===== src/rtl/ctcr_pkg.sv =====
// ---------------------------------------------------------------------------
// ctcr_pkg
// Shared types, widths and codes of the circle against tile map push-out block.
// ---------------------------------------------------------------------------
`default_nettype none

package ctcr_pkg;

   // Map dimensions
   localparam int MAX_MAP_WIDTH  = 64;
   localparam int MAX_MAP_HEIGHT = 64;
   localparam int MAP_CELLS      = MAX_MAP_WIDTH * MAX_MAP_HEIGHT;
   localparam int ADDR_W         = $clog2(MAP_CELLS);
   localparam int CELLX_W        = $clog2(MAX_MAP_WIDTH);
   localparam int CELLY_W        = $clog2(MAX_MAP_HEIGHT);
   localparam int DIMX_W         = $clog2(MAX_MAP_WIDTH + 1);
   localparam int DIMY_W         = $clog2(MAX_MAP_HEIGHT + 1);

   // Field widths
   localparam int CFG_W       = 7;
   localparam int CSR_ADDR_W  = 1;
   localparam int INDEX_W     = 12;
   localparam int Q_W16       = 16;
   localparam int REQ_DATA_W  = 112;
   localparam int RSP_DATA_W  = 40;

   // Cell coordinates of the search box before clamping stay within +/-1024.
   localparam int BOX_W = 11;
   localparam logic signed [BOX_W-1:0] BOX_BEFORE = 11'sd1;
   localparam logic signed [BOX_W-1:0] BOX_AFTER  = 11'sd3;

   // Internal position, push-out magnitudes, root and quotient widths
   localparam int POS_W      = 26;
   localparam int MAG_W      = 25;
   localparam int SQ_W       = 2 * MAG_W + 1;
   localparam int ROOT_W     = 26;
   localparam int ROOT_STEPS = ROOT_W;
   localparam int DVD_W      = MAG_W + Q_W16;
   localparam int QUOT_W     = Q_W16;
   localparam logic signed [POS_W:0] POS_LIMIT = 27'sd16777216;

   typedef enum logic [CSR_ADDR_W-1:0] {
      REG_MAP_WIDTH  = 1'b0,
      REG_MAP_HEIGHT = 1'b1
   } ctcr_reg_type;

   typedef enum logic {
      FUNC_TILE = 1'b0,
      FUNC_MOVE = 1'b1
   } ctcr_func_type;

   typedef enum logic [3:0] {
      ST_CLEAR,
      ST_IDLE,
      ST_INTEG,
      ST_BOX,
      ST_READ,
      ST_WAIT,
      ST_EX,
      ST_SQ,
      ST_SUM,
      ST_SQRT,
      ST_OV,
      ST_DIV,
      ST_UPD,
      ST_DONE
   } ctcr_state_type;

endpackage

`default_nettype wire


===== src/rtl/ctcr_div.sv =====
// ---------------------------------------------------------------------------
// ctcr_div
// Restoring divider, one quotient bit per cycle, for the push-out length.
// ---------------------------------------------------------------------------
`default_nettype none

module ctcr_div import ctcr_pkg::*; (
   input  logic              clock,
   input  logic              reset,
   input  logic              start,
   input  logic [DVD_W-1:0]  dividend,
   input  logic [ROOT_W-1:0] divisor,
   output logic              done,
   output logic [QUOT_W-1:0] quotient
);

   localparam int CNT_W = $clog2(QUOT_W + 1);

   logic              busy_ff, busy_in;
   logic              done_ff, done_in;
   logic [CNT_W-1:0]  cnt_ff, cnt_in;
   logic [DVD_W-1:0]  rem_ff, rem_in;
   logic [DVD_W-1:0]  dsh_ff, dsh_in;
   logic [QUOT_W-1:0] quot_ff, quot_in;

   // The caller guarantees the quotient fits, so the divisor starts at the
   // weight of the top quotient bit.
   always_comb begin
      busy_in = busy_ff;
      done_in = 1'b0;
      cnt_in  = cnt_ff;
      rem_in  = rem_ff;
      dsh_in  = dsh_ff;
      quot_in = quot_ff;
      if (start) begin
         busy_in = 1'b1;
         cnt_in  = CNT_W'(QUOT_W);
         rem_in  = dividend;
         dsh_in  = DVD_W'(divisor) << (QUOT_W - 1);
         quot_in = '0;
      end else if (busy_ff) begin
         if (rem_ff >= dsh_ff) begin
            rem_in  = rem_ff - dsh_ff;
            quot_in = {quot_ff[QUOT_W-2:0], 1'b1};
         end else begin
            quot_in = {quot_ff[QUOT_W-2:0], 1'b0};
         end
         dsh_in = dsh_ff >> 1;
         cnt_in = cnt_ff - 1'b1;
         if (cnt_ff == CNT_W'(1)) begin
            busy_in = 1'b0;
            done_in = 1'b1;
         end
      end
   end

   always_ff @(posedge clock) begin
      if (reset) begin
         busy_ff <= 1'b0;
         done_ff <= 1'b0;
         cnt_ff  <= '0;
      end else begin
         busy_ff <= busy_in;
         done_ff <= done_in;
         cnt_ff  <= cnt_in;
      end
      rem_ff  <= rem_in;
      dsh_ff  <= dsh_in;
      quot_ff <= quot_in;
   end

   assign done     = done_ff;
   assign quotient = quot_ff;

endmodule

`default_nettype wire


===== config.mk =====
export PLATFORM = sky130hd
export DESIGN_NAME = ctcr_div
export DESIGN_NICKNAME = d
export VERILOG_FILES = /design/src/rtl/ctcr_pkg.sv /design/src/rtl/ctcr_div.sv
export SDC_FILE = /design/constraint.sdc
export NUM_CORES = 1
export LEC_CHECK = 0
export BUFFER_PORTS_ARGS = -buffer_cell sky130_fd_sc_hd__buf_2
export CAP_MARGIN = 20
export CORE_MARGIN = 2
export CORE_UTILIZATION = 50
export DETAILED_ROUTE_END_ITERATION = 10
export GPL_ROUTABILITY_DRIVEN = 0
export GPL_TIMING_DRIVEN = 0
export MAX_ROUTING_LAYER = met4
export PLACE_DENSITY_LB_ADDON = 0.2
export SETUP_SLACK_MARGIN = 0.4
export SLEW_MARGIN = 20
export SYNTH_ARGS = -nofsm -noshare
export SYNTH_HDL_FRONTEND = slang
export SYNTH_SLANG_ARGS = --single-unit

===== constraint.sdc =====
create_clock -name clock -period 4.2 [get_ports clock]
set_clock_uncertainty 0.05 [all_clocks]
set_input_delay 0.63 -clock clock [delete_from_list [all_inputs] [get_ports clock]]
set_output_delay 0.63 -clock clock [all_outputs]
set_load 0.005 [all_outputs]

After elaboration in Yosys (flattened, before gate mapping):

Cells that the tools add are included.

* eq/ne operators: 1
* bitwise gates (word level): 1
* magnitude comparators: 1
* $add $sub $neg: 2
* reduce and logical (&&, ||, !) cells: 5
* multiplexer cells: 12

Operators by type and width (count)
* two-way mux 41 bit: 5
* >= comparator 41 bit: 1
* subtractor 41 bit: 1
* two-way mux 5 bit: 2
* == test 5 x 1 -> 1 bit (second input constant): 1
* two-way mux 1 bit: 5
* subtractor 5 x 1 -> 5 bit (second input constant): 1
* nonzero test 2 bit: 2
* OR reduction 3 bit: 1
* AND reduction 2 bit: 1
* OR reduction 2 bit: 1
* NOT 1 bit: 1

* flip-flop bits (word level): 105

Logic depth before layout (Yosys ltp):

Gate-level depths: netlist of run 1.

* word-level depth: 4
* gate-level depth with buffers: 11
* mapped depth without buffers: 11

Least setup slack after synthesis of run 1:

Ideal clock, no wire load.

* path type: reg-to-reg
* start point: reg rem_ff[10]
* end point: reg rem_ff[0] (enable)
* cell stages (with the launch flop): 11
* arrival time: 2.734 ns
* period minus slack after synthesis: 3.322 ns
* setup time: 0.538 ns
* path slack: 0.878 ns
* buffers on the path: 1
* path through: edfxtp_1 -> ha_1 -> buf_6 -> a21o_1 -> a311o_1 -> a21oi_2 -> nand3_1 -> o211ai_2 -> a211oi_1 -> nand3_1 -> nand2_1

* cells in the longest elaborated chain, start to end: 3

Ends and longest elaborated chain
* from (decl): RTL line ctcr_div.sv:22 `logic [DVD_W-1:0] rem_ff, rem_in;`
* from (signal assigned): RTL line ctcr_div.sv:67 `rem_ff <= rem_in;`
* >= comparator 41 bit: RTL line ctcr_div.sv:42 `if (rem_ff >= dsh_ff) begin`
* nonzero test 2 bit (no line)
* AND reduction 2 bit (no line)

Every way passes these cells.
A chain may end at the register's enable or synchronous reset.

Worst setup path after layout of run 1:

* start point: reg dsh_ff[9]
* end point: reg rem_ff[8] (enable)

* cells in the longest elaborated chain, start to end: 3

Ends and longest elaborated chain
* from (decl): RTL line ctcr_div.sv:23 `logic [DVD_W-1:0] dsh_ff, dsh_in;`
* from (signal assigned): RTL line ctcr_div.sv:68 `dsh_ff <= dsh_in;`
* >= comparator 41 bit: RTL line ctcr_div.sv:42
* nonzero test 2 bit (no line)
* AND reduction 2 bit (no line)

Every way passes these cells.

==> key figures, run 1 <==
Clock tree
  • Post-cts resize count: 0
  • Clock Sinks: roughly 110
  • H-tree depth: 3
  • CTS Buffer Depth: 2
  • CTS clk-pin slew, worst paths: about 0.080 ns
  • Hold Buf Count CTS: 0
  • Postcts setup bufs: 0
  • Clk_lat worst skew: around 0.37 ns
  • TritonCTS clock tree: built
  • Clock root cell: clkbuf_16
  • Num CTS Buffers: 9

Timing
  • Final Hold Viols: 0
  • Max Freq: just under 300 MHz
  • Setup TNS: 0 ns
  • Setup violators final: 0
  • Slew @ Worst Pin: ~0.86 ns
  • RSZ-0062 raised after global routing: no
  • Max_slew headroom: between 40% and 50%
  • Final min period: roughly 3.4 ns
  • Tcrit/Tclk final: between 80% and 90%
  • Final count of pins violating max slew: 0

Critical path
  • Setup crit end kind: register
  • Critical path fanouts, max: 21
  • Buf/Inv on CP: 3
  • Worst-path cell chain: inv_1 -> ha_1 -> clkbuf_1 -> nand3_1 -> nor3_1 -> o311ai_1 -> nand3_1 -> o211ai_2 -> a211oi_1 -> nand3_1 -> nand2_2 -> buf_16
  • Crit start category: register
  • Largest stage delay on the critical path: approximately 0.51 ns
  • Worst path slowest cell: nand2_2
  • WP data required: 4.23 ns
  • Crit Path Class: reg -> reg
  • WP data arrival: between 3 and 4 ns
  • CP delay by family, top: simple AND/OR/NAND/NOR gates
  • Most frequent CP cell: nand3_1

Pwr
  • Pwr per Cell Area: 548 mW/mm²
  • Total power: between 0.004 and 0.005 W
  • Worst vdd ir: 272 µV
  • Leakage Power: roughly 3.3 nW

Global route
  • Largest net degree at the start of global routing: 27
  • Overflow after GRT: 0
  • Initial antenna violation count: 0
  • Vias in the first global route: about 5,600
  • First-pass GRT wire length: roughly 28,000 µm
  • Gr usage total: around a quarter

Die
  • Number of I/O pins: 87
  • Die height: approximately 120 µm
  • Core area: 0.0133 mm²
  • Die width: 121 µm
  • Initial Util: between 50 and 60%
  • Row cnt: 42
  • Die ar.: 0.0147 mm²

Routing
  • Vias per cell: about 5.6
  • 1st-pass router iterations: 5
  • Via count: 5,936
  • Residual DRC count: 0
  • DRT iter0 DRCs: 429
  • Mean routed wirelength per cell: ~16 µm
  • Post-route ant nets: 0
  • Final WL: approximately 17,000 µm

Status
  • Status: finished clean

Min path
  • Worst Hold Class: reg -> reg

Yosys
  • Predominant post-synthesis flop cell: edfxtp_1
  • Async set or reset register ratio after synthesis: 0%
  • Synthesis Warnings: 0
  • Cell variety after synth: 58
  • Syn nets: 900
  • EDFF count, synth: 67
  • Syn Std Cell Area: between 0.006 and 0.007 mm²
  • Seq/Total Area, Yosys: 40.5%
  • Yosys reg bits: 105
  • Synth Area per Inst: 8.72 µm²
  • Cells after Synth: about 790

Run
  • Max-cap violations: 0

Finish
  • P&R area growth vs syn: 14.7%
  • N_diodes: 0
  • # fillers: about 1,200
  • Share of layout cells above drive strength 1: 13.9%
  • Final nets: approximately 1,000
  • Commonest cells after routing, fill and taps aside: 120 x nand2_1, 91 x buf_2, 67 x edfxtp_1
  • Most common cell after layout, fill and taps aside: nand2_1

Placement
  • DP HPWL: 12,900 µm
  • Port buffer count: 85
-- cell families (layout without fill, tap and decap cells) --
| kind of cell | Yosys count | count (layout) | synth area share (%) |
|---|---|---|---|
| XOR/XNOR | 36 | 36 | 4.60 |
| AND/OR/NAND/NOR | 256 | 256 | 16.4 |
| multiplexers | 37 | 37 | 5.51 |
| flip-flops | 105 | 105 | 40.5 |
| adder cells (fa/ha/maj) | 44 | 44 | 8.14 |
| buffers and inverters | 97 | 199 | 5.53 |
| AO/OA/AOI/OAI | 211 | 211 | 19.3 |
-- path summary, 6_finish.rpt --
path | slack [ns] | endpoint | startpoint | cells after the start
setup / recovery | 0.82 | rem_ff[8]$_DFFE_PP_ | dsh_ff[9]$_SDFFE_PP0P_ | 12
hold / removal | 0.45 | quotient[15]$_SDFFE_PP0P_ | quotient[15]$_SDFFE_PP0P_ | 2
setup reg to reg | 0.82 | rem_ff[8]$_DFFE_PP_ | dsh_ff[9]$_SDFFE_PP0P_ | 12
hold reg to reg | 0.45 | quotient[15]$_SDFFE_PP0P_ | quotient[15]$_SDFFE_PP0P_ | 2
-- per-stage QoR --
stage	area, µm²	hold slack (ns)	util, %	worst slack [ns]	instances
final	7860	0.449	59.1	0.816	1064
after global routing	7860	0.455	59.1	0.502	1064
after global placement	7500	0.424	56.4	0.0567	1047
after CTS	7860	0.444	59.1	0.789	1064
after floorplan	6850	0.415	-	0.878	786
after detailed placement	7530	0.431	56.6	0.811	1048
-- report_power, final --
part           internal [W]  switching [W]  total [W]
combinational      0.000802        0.00119    0.00200
clock              0.000464       0.000458   0.000922
sequential          0.00132      0.0000636    0.00139
total               0.00259        0.00172    0.00430
-- state kept, by name (all words and copies together), names as in the netlist --
name / flops
rem_ff: 41
busy_ff: 1
dsh_ff: 41
done: 1
cnt_ff: 5
quotient: 16
-- tightest hold or removal path: cells and delay by family, from the launching register on --
family        cells  cell delay, ns
flops             1            0.33
mux               1            0.06
simple gates      1            0.07
-- layout make-up --
cell class	count	area, µm²	area share [%]
Buffer	43	176	2.24
Clock buffer	10	250	3.18
Clock inverter	6	80.1	1.02
Inverter	54	203	2.58
Multi-Input combinational cell	584	3700	47.1
Sequential cell	105	2770	35.3
Tap cell	176	220	2.80
Timing Repair Buffer	86	453	5.76
-- synth_stat cells, types with 3 or more instances --
cell	n	share of area, %
a211oi_1	4	0.44
a21o_1	22	2.4
a21oi_1	46	3.4
a22o_1	3	0.38
a31oi_1	10	0.91
and2_1	3	0.27
and3_1	9	0.82
buf_1	9	0.49
buf_2	6	0.44
clkbuf_1	27	1.5
dfxtp_1	38	11
edfxtp_1	67	29
ha_1	43	7.9
inv_1	54	3.0
mux2i_1	34	5.0
nand2_1	121	6.6
nand2b_1	9	0.82
nand3_1	15	1.1
nand4_1	6	0.55
nor2_1	63	3.5
nor2b_1	5	0.46
nor3_1	12	0.88
nor4_1	3	0.27
o21a_1	7	0.77
o21ai_0	59	4.3
o21ai_1	18	1.3
o21bai_1	11	1.2
o311ai_1	3	0.38
o31ai_1	6	0.66
xnor2_1	22	2.8
xor2_1	14	1.8
-- layer usage --
layer	part of all wire, %	vias up	GRT usage, %
li1	-	2978	-
met1	48	2760	35.2
met2	44	168	37.1
met3	6.2	30	4.09
met4	2.1	0	8.58
met5	0	-	-
Power figures use the tool's default switching activity.
==> inputs of run 2 (changes only) <==
==> constraint.sdc (replaced) <==
create_clock -name clock -period 3.4 [get_ports clock]
set_clock_uncertainty 0.05 [all_clocks]
set_input_delay 0.51 -clock clock [delete_from_list [all_inputs] [get_ports clock]]
set_output_delay 0.51 -clock clock [all_outputs]
set_load 0.005 [all_outputs]
==> run 2 against run 1 <==
  * Register-to-register slack got worse by 0.32 ns
  * Clock power is 23% higher
  * Critical path type unchanged
  * Highest routed layer unchanged
  * Critical endpoint is now rem_ff[35]$_DFFE_PP_
  * Largest cell class unchanged
  * Via count rose by 2.9%
  * Sequential power is 23% higher
  * Global-route usage increased by 1.2 points
  * Utilization up 2.7 points
==> key figures, run 2 (synthesis results as in run 1) <==
Global route
  • Largest net degree at the start of global routing: 27
  • Gr usage total: a little over a quarter
  • Vias in the first global route: between 5,000 and 6,000
  • First-pass GRT wire length: 29,200 µm
  • Initial antenna violation count: 0
  • Overflow after GRT: 0

Finish
  • P&R area growth vs syn: 19.9%
  • Fin cells: 1,076
  • N_diodes: 0
  • Commonest cells after routing, fill and taps aside: 119 x nand2_1, 91 x buf_2, 67 x edfxtp_1
  • Final nets: about 1,000
  • Share of layout cells above drive strength 1: 17.8%
  • Most common cell after layout, fill and taps aside: nand2_1
  • Design Area, Final: 0.00822 mm²

Routing
  • Vias per cell: roughly 5.7
  • DRT iter0 DRCs: between 300 and 400
  • Final WL: 18,200 µm
  • Via count: between 6,000 and 7,000
  • Post-route ant nets: 0
  • Mean routed wirelength per cell: roughly 17 µm
  • 1st-pass router iterations: 5
  • Residual DRC count: 0

Clock tree
  • H-tree depth: 3
  • Clk_lat worst skew: 0.37 ns
  • Clock Sinks: 105
  • CTS Buffer Depth: 2
  • Num CTS Buffers: 9
  • TritonCTS clock tree: built
  • CTS clk-pin slew, worst paths: approximately 0.080 ns
  • Hold Buf Count CTS: 0
  • Clock root cell: clkbuf_16

Die
  • Die ar.: roughly 0.015 mm²
  • Row cnt: 42
  • Initial Util: a little over 50%
  • Die height: roughly 120 µm
  • Core area: around 0.013 mm²
  • Number of I/O pins: 87
  • Die width: roughly 120 µm

Timing
  • Max_slew headroom: 41.9%
  • RSZ-0062 raised after global routing: yes
  • Tcrit/Tclk final: a little under nine tenths
  • Final Hold Viols: 0
  • Max Freq: between 300 and 400 MHz
  • Slew @ Worst Pin: approximately 0.87 ns
  • Final count of pins violating max slew: 0
  • Setup violators final: 0
  • Final min period: just under 3 ns

Pwr
  • Flop pwr share: 30.8%
  • Clock network power share: between 20% and 30%
  • Worst vdd ir: about 310 µV
  • Net switching power figure: around 0.0023 W
  • Pwr per Cell Area: ~680 mW/mm²
  • Leakage Power: ~3.4 nW
  • Switch share: around two fifths
  • Pint: 0.00329 W
  • Combinational Power Share: between 40 and 50%

Min path
  • Hold path startpoint: reset
  • Worst Hold Class: in -> reg

Run
  • Max-cap violations: 0

Placement
  • Placed Cells: between 1,000 and 1,500
  • Placed inst area: 0.00750 mm²
  • DP HPWL: about 13,000 µm
  • Port buffer count: 85

Critical path
  • Critical Path Source: rem_ff[10]$_DFFE_PP_
  • WP data arrival: slightly below 3 ns
  • Crit Path Class: reg -> reg
  • Origin of the critical flop-to-flop path: rem_ff[10]$_DFFE_PP_
  • Setup crit end kind: register
  • WP data required: ~3.5 ns
  • Critical path fanouts, max: 7
  • Crit start category: register

Status
  • Status: finished clean
run 2: cell types whose count changed in the layout (fill, tap and decap cells not counted), sizes merged:
cell    change
inv         +2
clkinv      -2
nand2       +3
buf         +9
run 2: what timing repair did:
| action | in CTS | in global routing |
|---|---|---|
| gates cloned | 3 | 0 |
| pin swaps | 7 | 11 |
| endpoints found under the setup margin | 52 | 57 |
| hold endpoints to repair | 0 | 0 |
| buffers inserted | 5 | 5 |
| resized for setup | 18 | 28 |
run 2: worst paths after layout:
| path | slack, ns | depth (start not counted) | endpoint |
|---|---|---|---|
| worst max-delay path | 0.50 | 10 | rem_ff[35]$_DFFE_PP_ |
| worst min-delay path | 0.33 | 2 | cnt_ff[4]$_SDFFE_PP0P_ |
| worst max register to register | 0.50 | 10 | rem_ff[35]$_DFFE_PP_ |
| worst min register to register | 0.47 | 2 | quotient[5]$_SDFFE_PP0P_ |
run 2: final cells by class:
cell class / instances / area, µm²
fill: 1194 / 5080
multi-input combinational: 587 / 3980
sequential: 105 / 2770
timing repair buffer: 95 / 529
clock buffer: 10 / 250
tap: 176 / 220
inverter: 54 / 203
buffer: 43 / 180
clock inverter: 6 / 75.1
run 2: stage by stage:
stage / hold slack [ns] / util (%) / total power (W) / setup TNS (ns) / worst slack, ns
after floorplan: 0.415 / - / 0.00360 / 0 / 0.477
after global placement: 0.424 / 56.4 / 0.00412 / -5.42 / -0.134
after detailed placement: 0.462 / 56.4 / 0.00415 / -7.57 / -0.186
after CTS: 0.330 / 60.2 / 0.00537 / 0 / 0.376
after global routing: 0.344 / 61.8 / 0.00593 / 0 / 0.359
final: 0.331 / 61.8 / 0.00557 / 0 / 0.497
run 2: per-layer routing:
metal / GRT usage (%) / routed length (µm) / vias up
met5: - / 0 / -
met3: 3.99 / 1140 / 31
met1: 37.2 / 8550 / 2859
met2: 39.0 / 8130 / 202
li1: - / - / 3014
met4: 8.14 / 381 / 0
run 2: worst max-delay path, cell delays in order (launching register included):
cell and delay [ns]:
edfxtp_1 0.38, ha_1 0.31, buf_6 0.14, a21o_1 0.21, a311o_1 0.38, a21oi_2 0.18
a31oi_1 0.15, o2111ai_1 0.22, and3_2 0.28, xnor2_1 0.09, mux2_4 0.26
run 2: power by group through the flow:
| stage | Clock [W] | Combinational, W | Sequential (W) |
|---|---|---|---|
| 2_1_floorplan | 0 | 0.00189 | 0.00171 |
| 3_3_place_gp | 0 | 0.00238 | 0.00174 |
| 3_5_place_dp | 0 | 0.00240 | 0.00174 |
| 4_1_cts | 0.00114 | 0.00251 | 0.00172 |
| 5_1_grt | 0.00119 | 0.00301 | 0.00174 |
| 6_report | 0.00113 | 0.00272 | 0.00171 |
